## src/hdl/u8u16_pkg.sv

```systemverilog
`timescale 1ns / 1ps
// Package for the UTF-8 to UTF-16 decoder: job type passed from front to back,
// error codes and surrogate tags. No dependencies.

package u8u16_pkg;

  // Error codes carried in the error_code field of a result.
  localparam logic [1:0] ERR_NONE     = 2'd0;
  localparam logic [1:0] ERR_BAD_LEAD = 2'd1;
  localparam logic [1:0] ERR_TRUNC    = 2'd2;
  localparam logic [1:0] ERR_RANGE    = 2'd3;

  // Top six bits of the high and low surrogate halves (0xD800, 0xDC00).
  localparam logic [5:0] SURR_HI_TAG = 6'b110110;
  localparam logic [5:0] SURR_LO_TAG = 6'b110111;

  // Largest code point and the offset removed before splitting into a pair.
  localparam logic [20:0] CP_MAX      = 21'h10FFFF;
  localparam logic [20:0] CP_PAIR_OFS = 21'h010000;

  typedef enum logic [1:0] {
    JOB_UNIT = 2'd0,
    JOB_PAIR = 2'd1,
    JOB_ERR  = 2'd2
  } job_kind_t;

  // One finished code point or error. For a unit, data[15:0] is the unit;
  // for a pair, data is the code point minus 0x10000.
  typedef struct packed {
    job_kind_t   kind;
    logic [19:0] data;
    logic [1:0]  err;
    logic        last;
  } job_t;

endpackage

```

## src/hdl/u8u16_ifs.sv

```systemverilog
`timescale 1ns / 1ps
// Channel interfaces of the UTF-8 to UTF-16 decoder: byte input and unit output.
// Depends on nothing.

interface u8u16_in_if;
  logic       valid;
  logic       ready;
  logic [7:0] data_byte;
  logic       final_byte;

  modport source (output valid, output data_byte, output final_byte, input ready);
  modport sink   (input valid, input data_byte, input final_byte, output ready);
endinterface

interface u8u16_out_if;
  logic        valid;
  logic        ready;
  logic [15:0] code_unit;
  logic [1:0]  error_code;
  logic        run_end;
  logic        string_end;

  modport source (output valid, output code_unit, output error_code, output run_end,
                  output string_end, input ready);
  modport sink   (input valid, input code_unit, input error_code, input run_end,
                  input string_end, output ready);
endinterface

```

## src/hdl/u8u16_front.sv

```systemverilog
`timescale 1ns / 1ps
// Front end: accepts bytes, tracks the partial code point and emits jobs.
// Depends on u8u16_pkg and u8u16_in_if.

module u8u16_front
  import u8u16_pkg::*;
(
  input  logic             clk,
  input  logic             rst_n,
  u8u16_in_if.sink         in_ch,
  input  logic             q_full,
  output logic             push,
  output job_t             push_job
);

  logic [20:0] pp_r, pp_nxt;
  logic [1:0]  due_r, due_nxt;
  logic        drop_r, drop_nxt;
  logic        accept;
  logic        job_hit;
  logic [7:0]  b;
  logic        last;
  logic [20:0] cont_pp;
  logic [20:0] pair_v;

  assign in_ch.ready = !q_full;
  assign accept      = in_ch.valid && !q_full;
  assign b           = in_ch.data_byte;
  assign last        = in_ch.final_byte;
  assign cont_pp     = {pp_r[14:0], b[5:0]};
  assign pair_v      = cont_pp - CP_PAIR_OFS;

  always_comb begin
    pp_nxt        = pp_r;
    due_nxt       = due_r;
    drop_nxt      = drop_r;
    job_hit       = 1'b0;
    push_job.kind = JOB_UNIT;
    push_job.data = 20'd0;
    push_job.err  = ERR_NONE;
    push_job.last = last;
    if (drop_r) begin
      if (last) begin
        drop_nxt = 1'b0;
      end
    end else if (due_r == 2'd0) begin
      priority if (b[7] == 1'b0) begin
        job_hit       = 1'b1;
        push_job.data = {12'd0, b};
      end else if (b[7:5] == 3'b110 || b[7:4] == 4'b1110 || b[7:3] == 5'b11110) begin
        if (last) begin
          job_hit       = 1'b1;
          push_job.kind = JOB_ERR;
          push_job.err  = ERR_TRUNC;
        end else begin
          priority if (b[7:5] == 3'b110) begin
            pp_nxt  = {16'd0, b[4:0]};
            due_nxt = 2'd1;
          end else if (b[7:4] == 4'b1110) begin
            pp_nxt  = {17'd0, b[3:0]};
            due_nxt = 2'd2;
          end else begin
            pp_nxt  = {18'd0, b[2:0]};
            due_nxt = 2'd3;
          end
        end
      end else begin
        job_hit       = 1'b1;
        push_job.kind = JOB_ERR;
        push_job.err  = ERR_BAD_LEAD;
        drop_nxt      = !last;
      end
    end else begin
      // Continuation byte: only its low six bits are used.
      if (due_r == 2'd1) begin
        pp_nxt  = 21'd0;
        due_nxt = 2'd0;
        job_hit = 1'b1;
        priority if (cont_pp[20:16] == 5'd0) begin
          push_job.data = {4'd0, cont_pp[15:0]};
        end else if (cont_pp <= CP_MAX) begin
          push_job.kind = JOB_PAIR;
          push_job.data = pair_v[19:0];
        end else begin
          push_job.kind = JOB_ERR;
          push_job.err  = ERR_RANGE;
          drop_nxt      = !last;
        end
      end else if (last) begin
        pp_nxt        = 21'd0;
        due_nxt       = 2'd0;
        job_hit       = 1'b1;
        push_job.kind = JOB_ERR;
        push_job.err  = ERR_TRUNC;
      end else begin
        pp_nxt  = cont_pp;
        due_nxt = due_r - 2'd1;
      end
    end
  end

  assign push = accept && job_hit;

  always_ff @(posedge clk) begin
    if (!rst_n) begin
      pp_r   <= 21'd0;
      due_r  <= 2'd0;
      drop_r <= 1'b0;
    end else if (accept) begin
      pp_r   <= pp_nxt;
      due_r  <= due_nxt;
      drop_r <= drop_nxt;
    end
  end

  // While dropping, no sequence can be in progress.
  a_drop_idle: assert property (@(posedge clk) disable iff (!rst_n)
    drop_r |-> (due_r == 2'd0 && pp_r == 21'd0))
    else $error("front: dropping with a sequence in progress");

  // A byte marked last always leaves the front at its reset state.
  a_last_clears: assert property (@(posedge clk) disable iff (!rst_n)
    (accept && last) |=> (due_r == 2'd0 && !drop_r && pp_r == 21'd0))
    else $error("front: state not cleared after last byte");

endmodule

```

## src/hdl/u8u16_queue.sv

```systemverilog
`timescale 1ns / 1ps
// Small job queue between the front and back ends.
// Depends on u8u16_pkg.

module u8u16_queue
  import u8u16_pkg::*;
#(
  parameter int DEPTH = 4
) (
  input  logic clk,
  input  logic rst_n,
  input  logic push,
  input  job_t push_job,
  input  logic pop,
  output job_t head,
  output logic full,
  output logic empty
);

  localparam int PTR_W = $clog2(DEPTH);
  localparam int CNT_W = $clog2(DEPTH + 1);

  job_t             mem_r [DEPTH];
  logic [PTR_W-1:0] wr_ptr_r, rd_ptr_r;
  logic [CNT_W-1:0] count_r;

  assign full  = (count_r == CNT_W'(DEPTH));
  assign empty = (count_r == '0);
  assign head  = mem_r[rd_ptr_r];

  always_ff @(posedge clk) begin
    if (push) begin
      mem_r[wr_ptr_r] <= push_job;
    end
  end

  always_ff @(posedge clk) begin
    if (!rst_n) begin
      wr_ptr_r <= '0;
      rd_ptr_r <= '0;
      count_r  <= '0;
    end else begin
      if (push) begin
        wr_ptr_r <= (wr_ptr_r == PTR_W'(DEPTH - 1)) ? '0 : wr_ptr_r + 1'b1;
      end
      if (pop) begin
        rd_ptr_r <= (rd_ptr_r == PTR_W'(DEPTH - 1)) ? '0 : rd_ptr_r + 1'b1;
      end
      if (push && !pop) begin
        count_r <= count_r + 1'b1;
      end else if (pop && !push) begin
        count_r <= count_r - 1'b1;
      end
    end
  end

  a_no_overflow: assert property (@(posedge clk) disable iff (!rst_n)
    push |-> (!full || pop))
    else $error("queue: push into full queue");

  a_no_underflow: assert property (@(posedge clk) disable iff (!rst_n)
    pop |-> !empty)
    else $error("queue: pop from empty queue");

endmodule

```

## src/hdl/u8u16_back.sv

```systemverilog
`timescale 1ns / 1ps
// Back end: turns jobs into UTF-16 result beats, splitting surrogate pairs.
// Depends on u8u16_pkg and u8u16_out_if.

module u8u16_back
  import u8u16_pkg::*;
(
  input  logic         clk,
  input  logic         rst_n,
  input  job_t         head,
  input  logic         empty,
  output logic         pop,
  u8u16_out_if.source  out_ch
);

  logic        out_valid_r;
  logic [15:0] out_unit_r;
  logic [1:0]  out_err_r;
  logic        out_rend_r;
  logic        out_send_r;
  logic        pend_r;
  logic [9:0]  pend_low_r;
  logic        pend_last_r;
  logic        out_free;

  assign out_free = !out_valid_r || out_ch.ready;
  assign pop      = out_free && !pend_r && !empty;

  always_ff @(posedge clk) begin
    if (!rst_n) begin
      out_valid_r <= 1'b0;
      pend_r      <= 1'b0;
    end else if (out_free) begin
      if (pend_r) begin
        out_valid_r <= 1'b1;
        pend_r      <= 1'b0;
      end else begin
        out_valid_r <= !empty;
        pend_r      <= !empty && (head.kind == JOB_PAIR);
      end
    end
  end

  always_ff @(posedge clk) begin
    if (out_free) begin
      if (pend_r) begin
        out_unit_r <= {SURR_LO_TAG, pend_low_r};
        out_err_r  <= ERR_NONE;
        out_rend_r <= 1'b1;
        out_send_r <= pend_last_r;
      end else begin
        pend_low_r  <= head.data[9:0];
        pend_last_r <= head.last;
        unique case (head.kind)
          JOB_PAIR: begin
            out_unit_r <= {SURR_HI_TAG, head.data[19:10]};
            out_err_r  <= ERR_NONE;
            out_rend_r <= 1'b0;
            out_send_r <= 1'b0;
          end
          JOB_ERR: begin
            out_unit_r <= 16'd0;
            out_err_r  <= head.err;
            out_rend_r <= 1'b1;
            out_send_r <= 1'b1;
          end
          default: begin
            out_unit_r <= head.data[15:0];
            out_err_r  <= ERR_NONE;
            out_rend_r <= 1'b1;
            out_send_r <= head.last;
          end
        endcase
      end
    end
  end

  assign out_ch.valid      = out_valid_r;
  assign out_ch.code_unit  = out_unit_r;
  assign out_ch.error_code = out_err_r;
  assign out_ch.run_end    = out_rend_r;
  assign out_ch.string_end = out_send_r;

  // A pending low half always sits behind a shown high half.
  a_pend_behind_high: assert property (@(posedge clk) disable iff (!rst_n)
    pend_r |-> (out_valid_r && !out_rend_r && out_unit_r[15:10] == SURR_HI_TAG))
    else $error("back: low half pending without high half shown");

  // An error beat closes its byte's run and the string.
  a_err_closes: assert property (@(posedge clk) disable iff (!rst_n)
    (out_valid_r && out_err_r != ERR_NONE) |-> (out_rend_r && out_send_r))
    else $error("back: error beat does not close the string");

  // The string can only end on the last beat of a byte's run.
  a_send_on_rend: assert property (@(posedge clk) disable iff (!rst_n)
    (out_valid_r && out_send_r) |-> out_rend_r)
    else $error("back: string_end without run_end");

endmodule

```

## src/hdl/utf8_to_utf16_decoder.sv

```systemverilog
`timescale 1ns / 1ps
//  Channel   Dir  Handshake      Beat payload
//  in_ch     in   valid/ready    data_byte[7:0], final_byte
//  out_ch    out  valid/ready    code_unit[15:0], error_code[1:0], run_end, string_end
//
//  The front end accepts a new byte every cycle as long as the job queue has
//  room. Each job leaves the back end as one result beat, or two for a surrogate
//  pair, so the back end's single output register sets the peak of one result
//  beat per cycle. A byte's job passes through the job queue into the back end's
//  output register before its first result beat is shown. Reset is synchronous
//  on rst_n and clears the decoding state, the queue pointers and the output
//  valid flag. A stall on out_ch fills the queue first and only then lowers in_ch.ready.
// Top level of the UTF-8 to UTF-16 decoder.
// Depends on u8u16_pkg, u8u16_ifs, u8u16_front, u8u16_queue and u8u16_back.

module utf8_to_utf16_decoder
  import u8u16_pkg::*;
#(
  parameter int QUEUE_DEPTH = 4
) (
  input  logic         clk,
  input  logic         rst_n,
  u8u16_in_if.sink     in_ch,
  u8u16_out_if.source  out_ch
);

  // Jobs carry one finished code point or one error from front to back.
  logic q_push;
  job_t q_push_job;
  logic q_pop;
  job_t q_head;
  logic q_full;
  logic q_empty;

  // The front end decodes lead and continuation bytes. It pushes a job only
  // when a byte finishes a code point or raises an error; all other bytes just
  // update the partial code point, the count of bytes due or the drop flag.
  u8u16_front u_front (
    .clk      (clk),
    .rst_n    (rst_n),
    .in_ch    (in_ch),
    .q_full   (q_full),
    .push     (q_push),
    .push_job (q_push_job)
  );

  // The queue lets the front keep taking bytes while the back end emits both
  // halves of a surrogate pair or waits on a stalled consumer.
  u8u16_queue #(
    .DEPTH (QUEUE_DEPTH)
  ) u_queue (
    .clk      (clk),
    .rst_n    (rst_n),
    .push     (q_push),
    .push_job (q_push_job),
    .pop      (q_pop),
    .head     (q_head),
    .full     (q_full),
    .empty    (q_empty)
  );

  // The back end turns each job into one or two result beats.
  u8u16_back u_back (
    .clk    (clk),
    .rst_n  (rst_n),
    .head   (q_head),
    .empty  (q_empty),
    .pop    (q_pop),
    .out_ch (out_ch)
  );

endmodule

```

## src/flat_wrapper.sv

```systemverilog
// flat-port wrapper written by rule: the top's interface ports become plain ports
module utf8_to_utf16_decoder_flat import u8u16_pkg::*;
#(
  parameter int QUEUE_DEPTH = 4
)
  (clk, rst_n, in_ch_valid, in_ch_data_byte, in_ch_final_byte, in_ch_ready, out_ch_valid, out_ch_code_unit, out_ch_error_code, out_ch_run_end, out_ch_string_end, out_ch_ready);
  u8u16_in_if in_ch_i ();
  u8u16_out_if out_ch_i ();
  input  logic clk;
  input  logic rst_n;
  input wire logic [$bits(in_ch_i.valid)-1:0] in_ch_valid;
  input wire logic [$bits(in_ch_i.data_byte)-1:0] in_ch_data_byte;
  input wire logic [$bits(in_ch_i.final_byte)-1:0] in_ch_final_byte;
  output wire logic [$bits(in_ch_i.ready)-1:0] in_ch_ready;
  output wire logic [$bits(out_ch_i.valid)-1:0] out_ch_valid;
  output wire logic [$bits(out_ch_i.code_unit)-1:0] out_ch_code_unit;
  output wire logic [$bits(out_ch_i.error_code)-1:0] out_ch_error_code;
  output wire logic [$bits(out_ch_i.run_end)-1:0] out_ch_run_end;
  output wire logic [$bits(out_ch_i.string_end)-1:0] out_ch_string_end;
  input wire logic [$bits(out_ch_i.ready)-1:0] out_ch_ready;
  assign in_ch_i.valid = in_ch_valid;
  assign in_ch_i.data_byte = in_ch_data_byte;
  assign in_ch_i.final_byte = in_ch_final_byte;
  assign in_ch_ready = in_ch_i.ready;
  assign out_ch_valid = out_ch_i.valid;
  assign out_ch_code_unit = out_ch_i.code_unit;
  assign out_ch_error_code = out_ch_i.error_code;
  assign out_ch_run_end = out_ch_i.run_end;
  assign out_ch_string_end = out_ch_i.string_end;
  assign out_ch_i.ready = out_ch_ready;
  utf8_to_utf16_decoder #(.QUEUE_DEPTH(QUEUE_DEPTH)) u_core (.clk(clk), .rst_n(rst_n), .in_ch(in_ch_i), .out_ch(out_ch_i));
endmodule
```

## config.mk

```make
export PLATFORM = sky130hd
export DESIGN_NAME = utf8_to_utf16_decoder_flat
export DESIGN_NICKNAME = d
export VERILOG_FILES = /design/src/hdl/u8u16_pkg.sv /design/src/hdl/u8u16_ifs.sv /design/src/hdl/u8u16_front.sv /design/src/hdl/u8u16_queue.sv /design/src/hdl/u8u16_back.sv /design/src/hdl/utf8_to_utf16_decoder.sv /design/src/flat_wrapper.sv
export SDC_FILE = /design/constraint.sdc
export NUM_CORES = 1
export LEC_CHECK = 0
export ABC_AREA = 1
export BUFFER_PORTS_ARGS = -buffer_cell sky130_fd_sc_hd__buf_2
export CAP_MARGIN = 25
export CORE_MARGIN = 3
export CORE_UTILIZATION = 25
export CTS_BUF_LIST = sky130_fd_sc_hd__clkbuf_2 sky130_fd_sc_hd__clkbuf_4 sky130_fd_sc_hd__clkbuf_8
export DETAILED_ROUTE_END_ITERATION = 8
export PLACE_DENSITY = 0.5
export RECOVER_POWER = 25
export SYNTH_ARGS = -nofsm -noshare
export SYNTH_HDL_FRONTEND = slang
export SYNTH_HIERARCHICAL = 1
export SYNTH_SLANG_ARGS = --single-unit
```

## constraint.sdc

```tcl
create_clock -name clk -period 5.4 [get_ports clk]
set_clock_uncertainty 0.1 [all_clocks]
set_input_delay 0.54 -clock clk [delete_from_list [all_inputs] [get_ports clk]]
set_output_delay 0.54 -clock clk [all_outputs]
set_load 0.02 [all_outputs]
```

Word-level counts from Yosys, hierarchy flattened:

Memories as Yosys holds them, arrays and structs flattened. A register that Yosys moved wholly into a read port is not among the register bits.
Cells that the tools add are included.

* flip-flop bits (word level): 58
* RAM bits: 100
* logic and storage cells: 124
* memories: 1

Memory list
* u_core.u_queue.mem_r: words 4, width 25, rd ports 1, clocked after memory_dff 1, write ports 1, line u8u16_queue.sv:23 `job_t mem_r [DEPTH];`

* add/sub/neg operators: 6
* magnitude comparators: 1
* eq/ne operators: 12
* mux-type cells: 62
* bitwise gates (word level): 3
* reductions and logical operators: 24

Operator list (count)
* 2-to-1 mux 15 bit: 6
* 2-to-1 mux 20 bit: 3
* 2-to-1 mux 24 bit: 2
* 2-to-1 mux 2 bit: 22
* one-hot mux 16 bit (2 select lines): 1
* <= comparator 21 bit (second input constant): 1
* 2-to-1 mux 1 bit: 21
* subtractor 20 x 17 -> 20 bit (second input constant): 1
* 2-to-1 mux 10 bit: 1
* logical AND 1 bit: 7
* logical NOT 1 bit: 7
* 2-to-1 mux 7 bit: 1
* equality test 2 bit (second input constant): 3
* equality test 3 bit (second input constant): 2
* 2-to-1 mux 3 bit: 2
* equality test 5 bit (second input constant): 1
* logical NOT 5 bit: 1
* 2-to-1 mux 5 bit: 1
* AND reduction 5 bit: 1
* adder 2 x 1 -> 2 bit (second input constant): 2
* equality test 2 x 1 -> 1 bit (second input constant): 2
* equality test 4 bit (second input constant): 1
* 2-to-1 mux 4 bit: 1
* inequality test 2 bit (second input constant): 2
* 12 further kinds: 16

Logic depth before layout (Yosys ltp):

* word-level depth: 12
* depth in mapped cells: 17
* depth with buffers taken out: 16

By module:

Netlist, hierarchy kept.

By module, submodules not included
* u8u16_queue: instances 1, cells an instance 301, area an instance 4271.6 µm², seq. area each 3183.1 µm²
* u8u16_back: instances 1, cells an instance 121, area an instance 1481.4 µm², seq. area each 970.9 µm²
* u8u16_front: instances 1, cells an instance 198, area an instance 1223.7 µm², seq. area each 360.3 µm²

Worst setup path before layout:

No wires, ideal clock.

* path kind: reg2reg
* start: register u_core.u_front.due_r[0]
* end: register u_core.u_queue.count_r[2]
* library setup time: 0.110 ns
* data arrival time: 2.427 ns
* slack: 2.763 ns
* cell stages (with the launch flop): 18
* period minus slack after synthesis: 2.637 ns
* cell sequence: dfxtp_1 inv_1 ha_1 buf_2 inv_2 nand2_1 inv_1 buf_2 nor3b_1 ha_1 inv_1 fa_1 inv_1 nand2_1 nand3_1 nand2_1 inv_1 nor2_1

* cells in the longest elaborated chain, start to end: 8
* elaborated cells on any way between the ends: 11

RTL lines
* start, declared: line u8u16_front.sv:17 `logic [1:0] due_r, due_nxt;`
* start signal, assigned: line u8u16_front.sv:111 `due_r <= due_nxt;`
* equality test 2 x 1 -> 1 bit: line u8u16_front.sv:75 `if (due_r == 2'd1) begin`
* 2-to-1 mux 1 bit: line u8u16_front.sv:75
* 2-to-1 mux 1 bit (*): line u8u16_front.sv:46 `end else if (due_r == 2'd0) begin`
* 2-to-1 mux 1 bit (*): line u8u16_front.sv:42 `if (drop_r) begin`
* logical AND 1 bit (*): line u8u16_front.sv:102 `assign push = accept && job_hit;`
* via u_core.q_push: line utf8_to_utf16_decoder.sv:28 `logic q_push;`
* logical NOT 1 bit: line u8u16_queue.sv:51 `end else if (pop && !push) begin`
* logical AND 1 bit: line u8u16_queue.sv:51
* nonzero test 2 bit (no line)
* end signal, assigned: line u8u16_queue.sv:50 `count_r <= count_r + 1'b1;`
* end signal, assigned: line u8u16_queue.sv:52 `count_r <= count_r - 1'b1;`
* end, declared: line u8u16_queue.sv:25 `logic [CNT_W-1:0] count_r;`

The timed path passes the listed nets; every way through them passes the cells marked *.
A chain may end at the register's enable or synchronous reset.

==> flow_summary.json <==
{
  "hold_start": "in_ch_data_byte[1]",
  "leakagePower_nw": 2.89,
  "fp.dieArea_sq_mm": 0.0299,
  "post-route-min-period_ps": 3270,
  "timing.max_slew.rel_slack": 0.241,
  "synth.avg_cell_area_sq_um": 11.3,
  "design.portCount": 35,
  "globalRouteTotalUtil": 0.104,
  "dr_wl_cell_um": 14.6,
  "remaining_global_route_overflow": 0,
  "clkSlewWorstSetupHoldPaths_ps": 90,
  "hold_viol": 0,
  "synth_seq_area_share": 0.647,
  "max_clock_freq_mhz": 306,
  "final-setup-viol-count": 0,
  "timing_max_transition_violations_final": 0,
  "flow.area_growth_from_synthesis_pct": 13.5,
  "cp.required_ps": 5510,
  "synth.ff_latch_count": 160,
  "postCtsSetupRepairBufs": 0,
  "holdPathStages": 3,
  "setup_total_negative_slack_ps": 0,
  "placeableCoreArea_sq_mm": 0.0272,
  "synthesis.area_sq_mm": 0.00698,
  "layout.area.seq_sq_mm": 0.00451,
  "cts_buffers": 17,
  "setup.reg_to_reg.worst_slack_ps": 2130,
  "stdcell_area_sq_mm": 0.00792,
  "synthesis.instances": 620,
  "result_of_the_run": "finished clean",
  "power_per_cell_area_mw_per_mm2": 542,
  "floorplan.initialDensity": 0.257,
  "tightest_slew_ps": 1140,
  "cts_resized": 0,
  "synthesis.yosys.warnings": 6,
  "clk_root_buffer_cell": "sky130_fd_sc_hd__clkbuf_8",
  "global_route_wire_length_before_repair_um": 24000,
  "setup.worst_path.start_class": "flip-flop",
  "portBuffers": 34,
  "synth_top_area_frac": 0.564,
  "hold_end": "u_core/u_front/pp_r[1]",
  "number_of_clock_sinks": 160,
  "h_tree_level_count": 4,
  "timing.reg2reg.worst_path_depth": 9,
  "worst-path-max-fanout": 26,
  "synth_fp_nets": 646,
  "ant_nets": 0,
  "grt_setup_unrepaired": "no",
  "hold_path.class": "in2reg",
  "dr.first_iter.drc_count": 365,
  "synth_top_cell_by_area": "sky130_fd_sc_hd__edfxtp_1",
  "cts_tree": "done",
  "crit_path_end_kind": "flip-flop",
  "fillCellCount": 2880,
  "final.period_utilization": 0.605,
  "place.detailed.hpwl_um": 10400,
  "endpoint_of_the_lowest_slack_register_to_register_path": "u_core/u_back/out_ch.code_unit[11]",
  "maxCapViolCount": 0,
  "setup.worst_path.class": "reg2reg",
  "gp_congestion": 0.805,
  "max-vdd-ir-drop_uv": 165,
  "synth.area.top_cells": "sky130_fd_sc_hd__edfxtp_1 (56%), sky130_fd_sc_hd__dfxtp_1 (8.3%), sky130_fd_sc_hd__nor2_1 (5.2%), sky130_fd_sc_hd__nand2_1 (4.7%), sky130_fd_sc_hd__o21ai_2 (2.5%)",
  "first_global_vias": 4188,
  "wirelength_um": 15100,
  "drc": 0,
  "via_count": 4339,
  "multiInputGateArea_sq_mm": 0.00201,
  "dp_area_sq_mm": 0.00750,
  "core.rowCount": 60,
  "clock_tree.buffer_depth": 2,
  "yosysUniqueCellTypes": 36,
  "final_layout_size_suffix_gt1_frac": 0.130,
  "final_common_cell": "sky130_fd_sc_hd__edfxtp_1",
  "pre_antenna_drt_iters": 5,
  "die_height_um": 173,
  "clock_insertion_delay_worst_skew_ps": 460,
  "pin_count_of_the_biggest_net_entering_global_routing": 51,
  "drt-vias-per-instance": 4.20,
  "die_w_um": 173,
  "antenna_violations_before_repair": 0,
  "antenna-diode-count": 0,
  "cts_hold_buffers": 0,
  "mostFrequentLayoutCells": "sky130_fd_sc_hd__edfxtp_1 (131), sky130_fd_sc_hd__nor2_1 (97), sky130_fd_sc_hd__nand2_1 (90)",
  "number_of_nets_in_the_finished_design": 676,
  "worstPathArrival_ps": 3370
}
[state kept, by name, summed over array words and instances (netlist names), 2 cells and up, named ones only]
register / flops
u_core/u_queue/count_r: 3
u_core/u_back/out_ch.code_unit: 16
u_core/u_queue/mem_r: 100
u_core/u_front/pp_r: 15
u_core/u_back/out_ch.error_code: 2
u_core/u_queue/wr_ptr_r: 2
u_core/u_queue/rd_ptr_r: 2
u_core/u_back/pend_low_r: 10
u_core/u_front/due_r: 2
[synth_stat cells]
| cell type | instances |
|---|---|
| sky130_fd_sc_hd__nand2_1 | 88 |
| sky130_fd_sc_hd__o22ai_1 | 24 |
| sky130_fd_sc_hd__nor2_8 | 2 |
| sky130_fd_sc_hd__dfxtp_1 | 29 |
| sky130_fd_sc_hd__xor2_1 | 2 |
| sky130_fd_sc_hd__clkbuf_1 | 3 |
| sky130_fd_sc_hd__xnor2_1 | 1 |
| sky130_fd_sc_hd__inv_6 | 1 |
| sky130_fd_sc_hd__inv_2 | 2 |
| sky130_fd_sc_hd__nor3_2 | 2 |
| sky130_fd_sc_hd__o21ai_1 | 25 |
| sky130_fd_sc_hd__nor3_1 | 6 |
| sky130_fd_sc_hd__o2111ai_1 | 1 |
| sky130_fd_sc_hd__nand2_2 | 8 |
| sky130_fd_sc_hd__o21ai_0 | 18 |
| sky130_fd_sc_hd__nand3_1 | 33 |
| sky130_fd_sc_hd__buf_4 | 8 |
| sky130_fd_sc_hd__a21oi_2 | 1 |
| sky130_fd_sc_hd__o21ai_2 | 20 |
| sky130_fd_sc_hd__buf_2 | 7 |
| sky130_fd_sc_hd__nor2_2 | 1 |
| sky130_fd_sc_hd__buf_6 | 10 |
| sky130_fd_sc_hd__nor2_1 | 97 |
| sky130_fd_sc_hd__edfxtp_1 | 131 |
| sky130_fd_sc_hd__nand4_1 | 2 |
| sky130_fd_sc_hd__inv_1 | 42 |
| sky130_fd_sc_hd__a21oi_1 | 26 |
| sky130_fd_sc_hd__o22ai_2 | 1 |
| sky130_fd_sc_hd__buf_8 | 1 |
| sky130_fd_sc_hd__nand3_2 | 7 |
| sky130_fd_sc_hd__nor3b_1 | 1 |
| sky130_fd_sc_hd__ha_1 | 12 |
| sky130_fd_sc_hd__fa_1 | 1 |
| sky130_fd_sc_hd__inv_4 | 2 |
| sky130_fd_sc_hd__o21bai_4 | 1 |
| sky130_fd_sc_hd__a211oi_1 | 4 |
[per-stage QoR]
step                hold WS (ps)  power [mW]  worst slack (ps)  utilization  instances
finish                       263        4.29              2130        0.291       1034
floorplan                    355        2.96              2760            -        620
detailed placement           385        3.33              2310        0.276       1003
CTS                          234        4.39              2290        0.294       1034
global placement             382        3.30              2130        0.272        999
global route                 261        4.59              1890        0.291       1034
[power by group]
group / internal [mW] / switching (mW)
combinational: 0.443 / 1.05
clock: 0.603 / 0.455
sequential: 1.66 / 0.0816
total: 2.71 / 1.58
[layout make-up]
cell class                      instances  area share
Timing Repair Buffer                   40      0.0337
Multi-Input combinational cell        384       0.254
Inverter                               47      0.0235
Clock buffer                           18      0.0305
Clock inverter                         13      0.0295
Sequential cell                       160       0.570
Tap cell                              372      0.0588
[critical path, stage by stage, from the launching register on]
cell and delay [ps]:
sky130_fd_sc_hd__dfxtp_1 300, sky130_fd_sc_hd__buf_4 230, sky130_fd_sc_hd__inv_1 860, sky130_fd_sc_hd__o21ai_2 100
sky130_fd_sc_hd__o22ai_1 300, sky130_fd_sc_hd__inv_1 90, sky130_fd_sc_hd__ha_1 600, sky130_fd_sc_hd__inv_4 100
sky130_fd_sc_hd__a21oi_2 240, sky130_fd_sc_hd__nand2_1 100
[worst max path at each step]
stage,startpoint,to,slack (ps),cells after the start
5_1_grt,flip-flop,u_core/u_back/out_ch.code_unit[11],1890,9
4_1_cts,u_core/u_front/due_r[0],u_core/u_queue/count_r[2],2290,15
6_report,flip-flop,u_core/u_back/out_ch.code_unit[11],2130,9
2_1_floorplan,u_core/u_front/due_r[0],u_core/u_queue/count_r[2],2760,17
3_5_place_dp,out_ch_ready,u_core/u_queue/count_r[1],2310,11
3_3_place_gp,u_core/u_front/due_r[0],u_core/u_queue/mem_r[2][15],2130,8
[cell families after synthesis]
group	Yosys count	synth area share
AOI/OAI and AO/OA	121	0.107
buffers and inverters	76	0.0603
xor gates and xnor gates	3	0.00377
DFF	160	0.647
adders and majority gates	13	0.0244
and+or+nand+nor	247	0.157
[routing by layer]
layer,global-route usage,routed length [um],up-vias
met5,0,0,-
met4,0.0345,152,0
met3,0.0255,792,10
met2,0.141,6060,88
met1,0.160,8100,2030
li1,-,-,2211
No activity file was read; power rests on OpenSTA's default activity.
